==> config.mk <==
export PLATFORM = sky130hd
export DESIGN_NAME = bqc_queue
export DESIGN_NICKNAME = d
export VERILOG_FILES = /design/src/rtl/bqc_pkg.sv /design/src/rtl/bqc_queue.sv
export SDC_FILE = /design/constraint.sdc
export NUM_CORES = 1
export LEC_CHECK = 0
export ABC_AREA = 1
export BUFFER_PORTS_ARGS = -buffer_cell sky130_fd_sc_hd__clkbuf_2
export CELL_PAD_IN_SITES_DETAIL_PLACEMENT = 0
export CELL_PAD_IN_SITES_GLOBAL_PLACEMENT = 1
export CORE_ASPECT_RATIO = 1.2
export CORE_MARGIN = 8
export CORE_UTILIZATION = 49
export DETAILED_ROUTE_END_ITERATION = 10
export GPL_ROUTABILITY_DRIVEN = 0
export MAX_ROUTING_LAYER = met4
export PLACE_DENSITY_LB_ADDON = 0.1
export SETUP_SLACK_MARGIN = 0.05
export SYNTH_ARGS = -nofsm -noshare
export SYNTH_HDL_FRONTEND = slang
export SYNTH_SLANG_ARGS = --single-unit
export TNS_END_PERCENT = 50
==> constraint.sdc <==
create_clock -name i_clk -period 20.4 [get_ports i_clk]
set_input_delay 3.06 -clock i_clk [delete_from_list [all_inputs] [get_ports i_clk]]
set_output_delay 3.06 -clock i_clk [all_outputs]
set_load 0.05 [all_outputs]
==> src/rtl/bqc_pkg.sv <==
// ----------------------------------------------------------------------------
// bqc_pkg
// Shared types and constants for the billboard quad corner expander.
// ----------------------------------------------------------------------------
package bqc_pkg;

    // Default angle resolution and depth of the queue between the two halves.
    localparam int AngleBitsDefault = 16;
    localparam int QueueDepth       = 4;

    // Coefficients of the quarter-turn sine polynomial.
    localparam logic [16:0] SinA = 17'd102919;
    localparam logic [15:0] SinB = 16'd42111;
    localparam logic [12:0] SinC = 13'd4737;

    // Configuration register indexes.
    typedef enum logic [3:0] {
        CFG_PIVOT_X          = 4'd0,
        CFG_PIVOT_Y          = 4'd1,
        CFG_SPRITE_WIDTH     = 4'd2,
        CFG_SPRITE_HEIGHT    = 4'd3,
        CFG_INHERIT_POSITION = 4'd4,
        CFG_OFFSET_X         = 4'd5,
        CFG_OFFSET_Y         = 4'd6,
        CFG_OFFSET_Z         = 4'd7
    } t_cfg_index;

    typedef struct packed {
        logic signed [15:0] pivot_x;
        logic signed [15:0] pivot_y;
        logic        [15:0] sprite_width;
        logic        [15:0] sprite_height;
        logic               inherit_position;
        logic signed [31:0] offset_x;
        logic signed [31:0] offset_y;
        logic signed [31:0] offset_z;
    } t_cfg;

    typedef struct packed {
        logic signed [31:0] pos_x;
        logic signed [31:0] pos_y;
        logic signed [31:0] pos_z;
        logic        [15:0] angle;
        logic        [15:0] scale_x;
        logic        [15:0] scale_y;
        logic signed [15:0] up_x;
        logic signed [15:0] up_y;
        logic signed [15:0] up_z;
        logic signed [15:0] left_x;
        logic signed [15:0] left_y;
        logic signed [15:0] left_z;
    } t_in_item;

    typedef struct packed {
        logic        [1:0]  corner;
        logic signed [31:0] vert_x;
        logic signed [31:0] vert_y;
        logic signed [31:0] vert_z;
        logic               last_corner;
    } t_out_item;

    // One prepared quad: rotated basis, position and the four half extents.
    typedef struct packed {
        logic signed [2:0][17:0] ba;
        logic signed [2:0][17:0] bb;
        logic signed [2:0][32:0] p;
        logic signed [33:0]      ha_left;
        logic signed [33:0]      ha_right_neg;
        logic signed [33:0]      hb_down;
        logic signed [33:0]      hb_up_neg;
    } t_quad;

    // Queue status seen by both halves.
    typedef struct packed {
        logic full;
        logic empty;
    } t_q_status;

endpackage

==> src/rtl/bqc_queue.sv <==
// ----------------------------------------------------------------------------
// bqc_queue
// Small first-in first-out store of prepared quads between front and back.
// ----------------------------------------------------------------------------
module bqc_queue
    import bqc_pkg::*;
#(
    parameter int DEPTH = QueueDepth
) (
    input  logic      i_clk,
    input  logic      i_rst_n,
    input  logic      i_push,
    input  t_quad     i_push_data,
    input  logic      i_pop,
    output t_quad     o_pop_data,
    output t_q_status o_status
);

    localparam int PtrW = (DEPTH > 1) ? $clog2(DEPTH) : 1;
    localparam int CntW = $clog2(DEPTH + 1);

    t_quad            r_mem [DEPTH];
    logic [PtrW-1:0]  r_wr_ptr;
    logic [PtrW-1:0]  r_rd_ptr;
    logic [CntW-1:0]  r_count;

    // Pointers wrap at the last entry.
    function automatic logic [PtrW-1:0] f_next(input logic [PtrW-1:0] ptr);
        if (ptr == PtrW'(DEPTH - 1)) begin
            return '0;
        end
        return ptr + 1'b1;
    endfunction

    always_ff @(posedge i_clk) begin
        if (!i_rst_n) begin
            r_wr_ptr <= '0;
            r_rd_ptr <= '0;
            r_count  <= '0;
        end else begin
            if (i_push) begin
                r_wr_ptr <= f_next(r_wr_ptr);
            end
            if (i_pop) begin
                r_rd_ptr <= f_next(r_rd_ptr);
            end
            if (i_push && !i_pop) begin
                r_count <= r_count + 1'b1;
            end else if (!i_push && i_pop) begin
                r_count <= r_count - 1'b1;
            end
        end
    end

    // Storage holds payload only.
    always_ff @(posedge i_clk) begin
        if (i_push) begin
            r_mem[r_wr_ptr] <= i_push_data;
        end
    end

    assign o_pop_data      = r_mem[r_rd_ptr];
    assign o_status.full   = (r_count == CntW'(DEPTH));
    assign o_status.empty  = (r_count == '0);

`ifndef SYNTH
    a_count_range: assert property (@(posedge i_clk) disable iff (!i_rst_n)
        r_count <= CntW'(DEPTH))
        else $error("queue count beyond depth");
    a_no_overflow: assert property (@(posedge i_clk) disable iff (!i_rst_n)
        !(i_push && o_status.full))
        else $error("transfer into a full queue");
    a_no_underflow: assert property (@(posedge i_clk) disable iff (!i_rst_n)
        !(i_pop && o_status.empty))
        else $error("read from an empty queue");
`endif

endmodule

==> results of run 1 <==
worst paths after layout:
path                endpoint  slack [ns]         from  depth (start not counted)
max          o_pop_data[277]       12.93    flip-flop                          5
min              r_wr_ptr[1]        0.54  r_wr_ptr[1]                          2
max reg2reg    r_mem[1][232]       15.90  r_wr_ptr[1]                          7
min reg2reg      r_wr_ptr[1]        0.54  r_wr_ptr[1]                          2
layout by cell type (no fill, tap or decap), types with 7 or more instances in the layout:
cell | netlist | routed
inv_1 | 14 | 10
clkinv_1 | 1 | 27
clkbuf_16 | 0 | 145
edfxtp_1 | 1372 | 1372
buf_12 | 0 | 7
diode_2 | 0 | 49
o21ai_0 | 489 | 489
nand2_1 | 8 | 8
nor2_1 | 694 | 694
buf_4 | 34 | 20
o21ai_1 | 200 | 200
clkbuf_1 | 133 | 25
clkinv_2 | 0 | 24
dfxtp_1 | 9 | 7
clkbuf_2 | 0 | 691
o22ai_1 | 343 | 343
worst min-delay path: cells and delay by family, from the launching register on:
kind                   cells  cell delay, ns
DFF                        1            0.33
buffers and inverters      1            0.10
AOI/OAI and AO/OA          1            0.07
state kept, by name (all words and copies together), names as in the netlist, named ones only:
register,count
r_count,3
r_rd_ptr,2
r_wr_ptr,2
r_mem,1372
final cells by class:
| cell class | count | area, um2 |
|---|---|---|
| fill | 8178 | 43500 |
| timing repair buffer | 718 | 3750 |
| inverter | 16 | 105 |
| clock buffer | 170 | 3720 |
| clock inverter | 67 | 479 |
| antenna | 49 | 123 |
| sequential | 1381 | 41400 |
| tap | 1375 | 1720 |
| multi-input combinational | 1751 | 8380 |
per-layer routing:
metal	up-vias	global-route usage (%)
met5	-	-
met4	0	6.98
met3	153	9.08
met2	875	34.8
met1	15100	27.0
li1	14200	-
per-stage QoR:
step	hold slack [ns]	area [um2]
3_5_place_dp	0.533	55300
4_1_cts	0.541	59500
5_1_grt	0.563	59700
2_1_floorplan	0.490	50900
3_3_place_gp	0.530	55300
6_report	0.540	59700
where the power goes:
part	internal (W)	switching (W)	total (W)
logic	0.000181	0.000751	0.000932
registers	0.00325	0.0000255	0.00327
clock network	0.00135	0.00101	0.00236
total	0.00478	0.00178	0.00657
cells by family after synthesis:
logic type,Yosys count,synth area share (%)
xor+xnor,1,0.0172
buf+inv,243,2.28
flops,1381,81.3
fa+ha+maj,7,0.187
simple gates,708,5.24
compound gates,1035,11.0
==> results.md, run 1 <==
* CTS H-tree depth at 4
* Count of instances resized after the clock tree is built at 0
* Critical Path, Cell by Cell: buf_12 > buf_12 > o21ai_0 > o22ai_1 > clkbuf_2
* Post-CTS setup buffer count at 0
* Largest fanout on the critical path at between 200 and 250
* Growth of design area from synthesis to finish at 17.2%
* Min setup slack post-route at 12.93 ns
* Clock tree from TritonCTS: done
* Fmax at 134 MHz
* Setup total negative slack at 0 ns
* Critical-path cell with the highest stage delay: dfxtp_4
* First-pass DRT Iterations at 5
* Die outline area at roughly 110000 um2
* Final Net Count at 4359
* Highest cell delay on the worst timing path at approximately 0.82 ns
* Final setup violating endpoints at 0
* Max Transition Viols Final at 0
* Cell taking the most area after synthesis: edfxtp_1
* CP most frequent cell: buf_12
* Count of flip-flops with a built-in enable after synthesis at 1372
* Period utilization at a little over a third
* Final Routed Wirelength at between 100000 and 150000 um
* Most frequent cells after synthesis: edfxtp_1 (1372), nor2_1 (694), o21ai_0 (489)
* Data required time at the worst endpoint at 17.34 ns
* Critical Path Start Type: flip-flop
* Via count of the routed design at 30.3k
* Overall power of the completed layout at between 0.006 and 0.007 W
* IO Count at approximately 690
* Mean Syn Cell Area at roughly 15 um2
* Area of the mapped netlist at approximately 50000 um2
* Worst hold-check path type: flip-flop to flip-flop
* Share of post-route cells with drive strength above 1 at roughly 22%
* Average wire per standard cell at 23.4 um
* Number of global-route vias before repair at between 20k and 30k
* Largest net degree at the start of global routing at 236
* Arrival time worst endpoint at ~4.4 ns
* Count of distinct cell types in the synthesized netlist at 21
* Routed vias/inst at around 5.5
* Clk root buf: clkbuf_16
* Post-synthesis cell count at between 3k and 4k
* Row cnt at about 130
* Fraction of the yosys area taken by sequential cells at about four fifths
* Run status: completed
* CTS Buf Count at around 140
* GR Util All Layers at between 20 and 25%
* Worst-margin pin slew at ~1.2 ns
* Placed cells at roughly 5.2k
* Antenna violations before repair at 50
* Main area contributors after synthesis: edfxtp_1 (81%), nor2_1 (5.1%), o21ai_0 (4.8%)
* Placed wire-length estimate at roughly 73000 um
* Clock insertion delay at the later pin of the skew report at approximately 0.75 ns
* Max Cap Viol at 0
* Final antenna-violating net count at 0
* Top Family by Delay on Critical Path: buffers and inverters
* Count of buffer and inverter cells on the critical path at 3
* Number of port buffers at between 600 and 700
* Overflow left after global routing at 0
* Cell with the most instances after synthesis: edfxtp_1
* CTS Hold Bufs at 0
* Share of the synthesized area in the top cell type at approximately four fifths
* Final hold violations at 0
* P per Cell Area at 110 nW/um2
* Count of synthesis-stage warnings from yosys at 0
* # clock sinks at 1381
* Horizontal die dimension at 310 um
* Most used DFF post-synth: edfxtp_1
* Global-route wire length before repair at 187000 um
* Number of synthesized register bits at around 1.4k
* DRC Markers at 0
* Post-Route M1 WL at 51200 um
* Critical setup path kind: flip-flop to output port
* Met3 wire len at about 13000 um
* Tightest slew margin relative to the limit at approximately 17%
* Floorplan Core Area at slightly above 100000 um2
* Detailed Route Iter0 Violations at approximately 2.5k
* Initial core utilization at 49.4%
* Tmin final at ~7.5 ns
* Die extent in y at between 300 and 400 um
* Fraction of registers with async set/reset at 0%
* Utilization of the core after routing at between 50 and 60%
* Number of nets in the synthesized netlist at 3729
* Peak supply drop at about 0.095 mV
* Max Root-Sink Buffers at 3
* Leakage power summed over all cells at 20.7 nW
* Fin cells at 5527
* RSZ-0062 raised after global routing: false
* Worst-path clk slew at approximately 0.06 ns
* Met2 Wirelength at just over 60000 um
* Max Used Layer: met4
* Worst Clk Skew at 0.0153 ns
* Critical path endpoint category: output port
* Worst-case setup slack after placement at approximately 13 ns
(Power assumes the default switching activity.)
==> run 2, diff against run 1 <==
Settings changed: CORE_UTILIZATION 49 to 43.
Clock period 20.4 ns to 6.6 ns, I/O delays scaled along.
==> run 2 against run 1 <==
Compared with the run above:
- design area up 0.93%
- sequential share of layout area down 0.64 points
- critical endpoint is now o_pop_data[106]
- flip-flop and latch count unchanged
- core utilization down 6.7 points
- final cell count up 3.6%
- power rose to 3.1 times the previous value
- combinational power rose to 3.1 times the previous value
- routed wire length up 2.6%
- first-iteration DRC count down 25%
- clock skew up 0.0010 ns
- sequential power rose to 3.1 times the previous value
==> results.md, run 2 (synthesized netlist as in run 1, its figures left out) <==
* Most used cells in the layout excluding fill and tap cells: edfxtp_1 (1372), nor2_1 (694), clkbuf_2 (691), o21ai_0 (489), o22ai_1 (343) (unchanged)
* Initial core utilization at 43.2% (was 49.4%)
* Cells on Worst Hold Path at 1 (was 2)
* Largest net degree at the start of global routing at 221 (was 236)
* Met2 Wirelength at 62200 um (was 62100 um)
* Final hold violations at 0 (unchanged)
* CTS H-tree depth at 4 (unchanged)
* Horizontal die dimension at 330 um (was 310 um)
* Data required time at the worst endpoint at 5.61 ns (was 17.34 ns)
* Leading cell type in the layout, fill and taps excluded: edfxtp_1 (unchanged)
* First-pass DRT Iterations at 8 (was 5)
* P per Cell Area at 340 nW/um2 (was 110 nW/um2)
* Tightest slew margin relative to the limit at 19.5% (was 17.4%)
* Overall power of the completed layout at 0.0205 W (was 0.00657 W)
* CTS Hold Bufs at 0 (unchanged)
* Worst-margin pin slew at 1.21 ns (was 1.24 ns)
* Max Root-Sink Buffers at 3 (unchanged)
* Setup total negative slack at 0 ns (unchanged)
* Average wire per standard cell at 23.2 um (was 23.4 um)
* Largest fanout on the critical path at 115 (was 235)
* CTS Buf Count at 139 (was 137)
* Routed vias/inst at 5.31 (was 5.48)
* Clk root buf: clkbuf_16 (unchanged)
* Growth of design area from synthesis to finish at 18.3% (was 17.2%)
* Final antenna-violating net count at 0 (unchanged)
* Period utilization at between 70 and 80%
* Fin cells at 5724 (was 5527)
* Floorplan Core Area at 118000 um2 (was 103000 um2)
* Die extent in y at 393 um (was 369 um)
* Placed cells at 5416 (was 5241)
* Register ranked first by flip-flop count: r_mem (unchanged)
* Critical Path Start Type: flip-flop (unchanged)
* Max Transition Viols Final at 0 (unchanged)
* Terminus of the critical flop-to-flop path: r_mem[1][91] (was r_mem[1][232])
* Worst Clk Skew at 0.0164 ns (was 0.0153 ns)
* Worst-path clk slew at 0.06 ns (about the same)
* Die outline area at 130000 um2 (was 115000 um2)
* Max Used Layer: met4 (unchanged)
* Placed wire-length estimate at 76500 um (was 73400 um)
* Detailed Route Iter0 Violations at 1837 (was 2465)
* Peak supply drop at 0.285 mV (was 0.0952 mV)
* DRC Markers at 0 (unchanged)
* RSZ-0062 raised after global routing: false (unchanged)
* Final Net Count at 4371 (was 4359)
* Worst Hold Path EP: r_mem[1][292] (was r_wr_ptr[1])
* Via count of the routed design at 30.4k (was 30.3k)
* Depth of the worst register-to-register path at 5 (was 7)
* IO Count at 692 (unchanged)
* Utilization of the core after routing at 51.1% (was 57.8%)
* Critical setup path kind: flip-flop to output port (unchanged)
* Tmin final at roughly 4.7 ns
* Number of global-route vias before repair at 29.5k (was 28.9k)
* Final setup violating endpoints at 0 (unchanged)
* Critical path endpoint category: output port (unchanged)
* Antenna violations before repair at 54 (was 50)
* Critical R2R Launch: r_wr_ptr[0] (was r_wr_ptr[1])
* Leakage power summed over all cells at 20.8 nW (was 20.7 nW)
* Flip-flop count of the largest register, all copies and words added at 1372 (unchanged)
* Clock insertion delay at the later pin of the skew report at 0.75 ns (about the same)
* Start point of the worst min-delay path: i_push_data[292] (was r_wr_ptr[1])
* Fmax at 214 MHz
* Number of port buffers at 691 (unchanged)
* Overflow left after global routing at 0 (unchanged)
* Clock tree from TritonCTS: done (unchanged)
* Run status: completed (unchanged)
* Count of instances resized after the clock tree is built at 0 (unchanged)
* Global-route wire length before repair at 191000 um (was 187000 um)
* Reg-to-reg setup timing slack at 3.60 ns (was 15.90 ns)
* Registers with the most flip-flops: r_mem (1372), r_count (3) (unchanged)
* Share of post-route cells with drive strength above 1 at 22.3% (was 22.2%)
* Worst hold slack across all endpoints at 0.456 ns (was 0.540 ns)
* # clock sinks at 1381 (unchanged)
* Final Routed Wirelength at 133000 um (was 129000 um)
* Row cnt at 138 (was 129)
* Worst hold-check path type: input pin to flip-flop (was flip-flop to flip-flop)
* GR Util All Layers at 20.2% (was 22.4%)
* Post-Route M1 WL at 53500 um (was 51200 um)
* Post-CTS setup buffer count at 0 (unchanged)
* Max Cap Viol at 0 (unchanged)
* Met3 wire len at 12700 um (was 12900 um)
* Arrival time worst endpoint at 3.69 ns (was 4.41 ns)
run 2: changes by cell type in the layout (fill, tap and decap cells not counted), moves of 3 or more:
cell       before  now
clkbuf_16     145  148
diode_2        49   55
nand2_1         8    4
clkinv_1       27   32
clkbuf_1       25   40
inv_8           6    2
inv_6           6    3
nand2_8         0    4
buf_12          7   15
run 2: layer usage:
layer  track usage [%]  vias up
li1                  -    14200
met3              8.04      201
met5                 -        -
met4              7.60        0
met1              24.1    15100
met2              31.1      860
run 2: worst max-delay path by stage:
stage,cells past startpoint,endpoint,slack (ns),start
detailed placement,5,o_pop_data[106],2.62,flip-flop
global placement,5,o_pop_data[106],2.60,flip-flop
finish,5,o_pop_data[106],1.92,flip-flop
global route,5,o_pop_data[106],1.63,flip-flop
CTS,5,o_pop_data[106],1.78,flip-flop
floorplan,2,r_mem[3][0],0.04,i_push
run 2: report_power, final:
group / switching, W / internal [W]
Clock: 0.00315 / 0.00429
Sequential: 0.0000890 / 0.0100
Combinational: 0.00232 / 0.000570
run 2: layout make-up:
class / instances / area (um2)
sequential: 1381 / 41400
inverter: 16 / 90.1
timing repair buffer: 728 / 3920
clock buffer: 188 / 3850
multi-input combinational: 1751 / 8440
clock inverter: 65 / 455
antenna: 55 / 138
tap: 1540 / 1930
fill: 10100 / 57500
run 2: worst max-delay path, stage by stage, from the launching register on:
cell	delay [ns]
dfxtp_4	0.56
inv_8	0.63
buf_4	0.65
o21ai_0	0.15
o22ai_1	0.46
clkbuf_2	0.39
run 2: per-stage QoR:
step | cell area, um2 | worst slack (ns)
after global placement | 55800 | 2.60
final | 60200 | 1.92
after floorplan | 51000 | 0.0408
after global routing | 60200 | 1.63
after detailed placement | 55800 | 2.62
after CTS | 60100 | 1.78
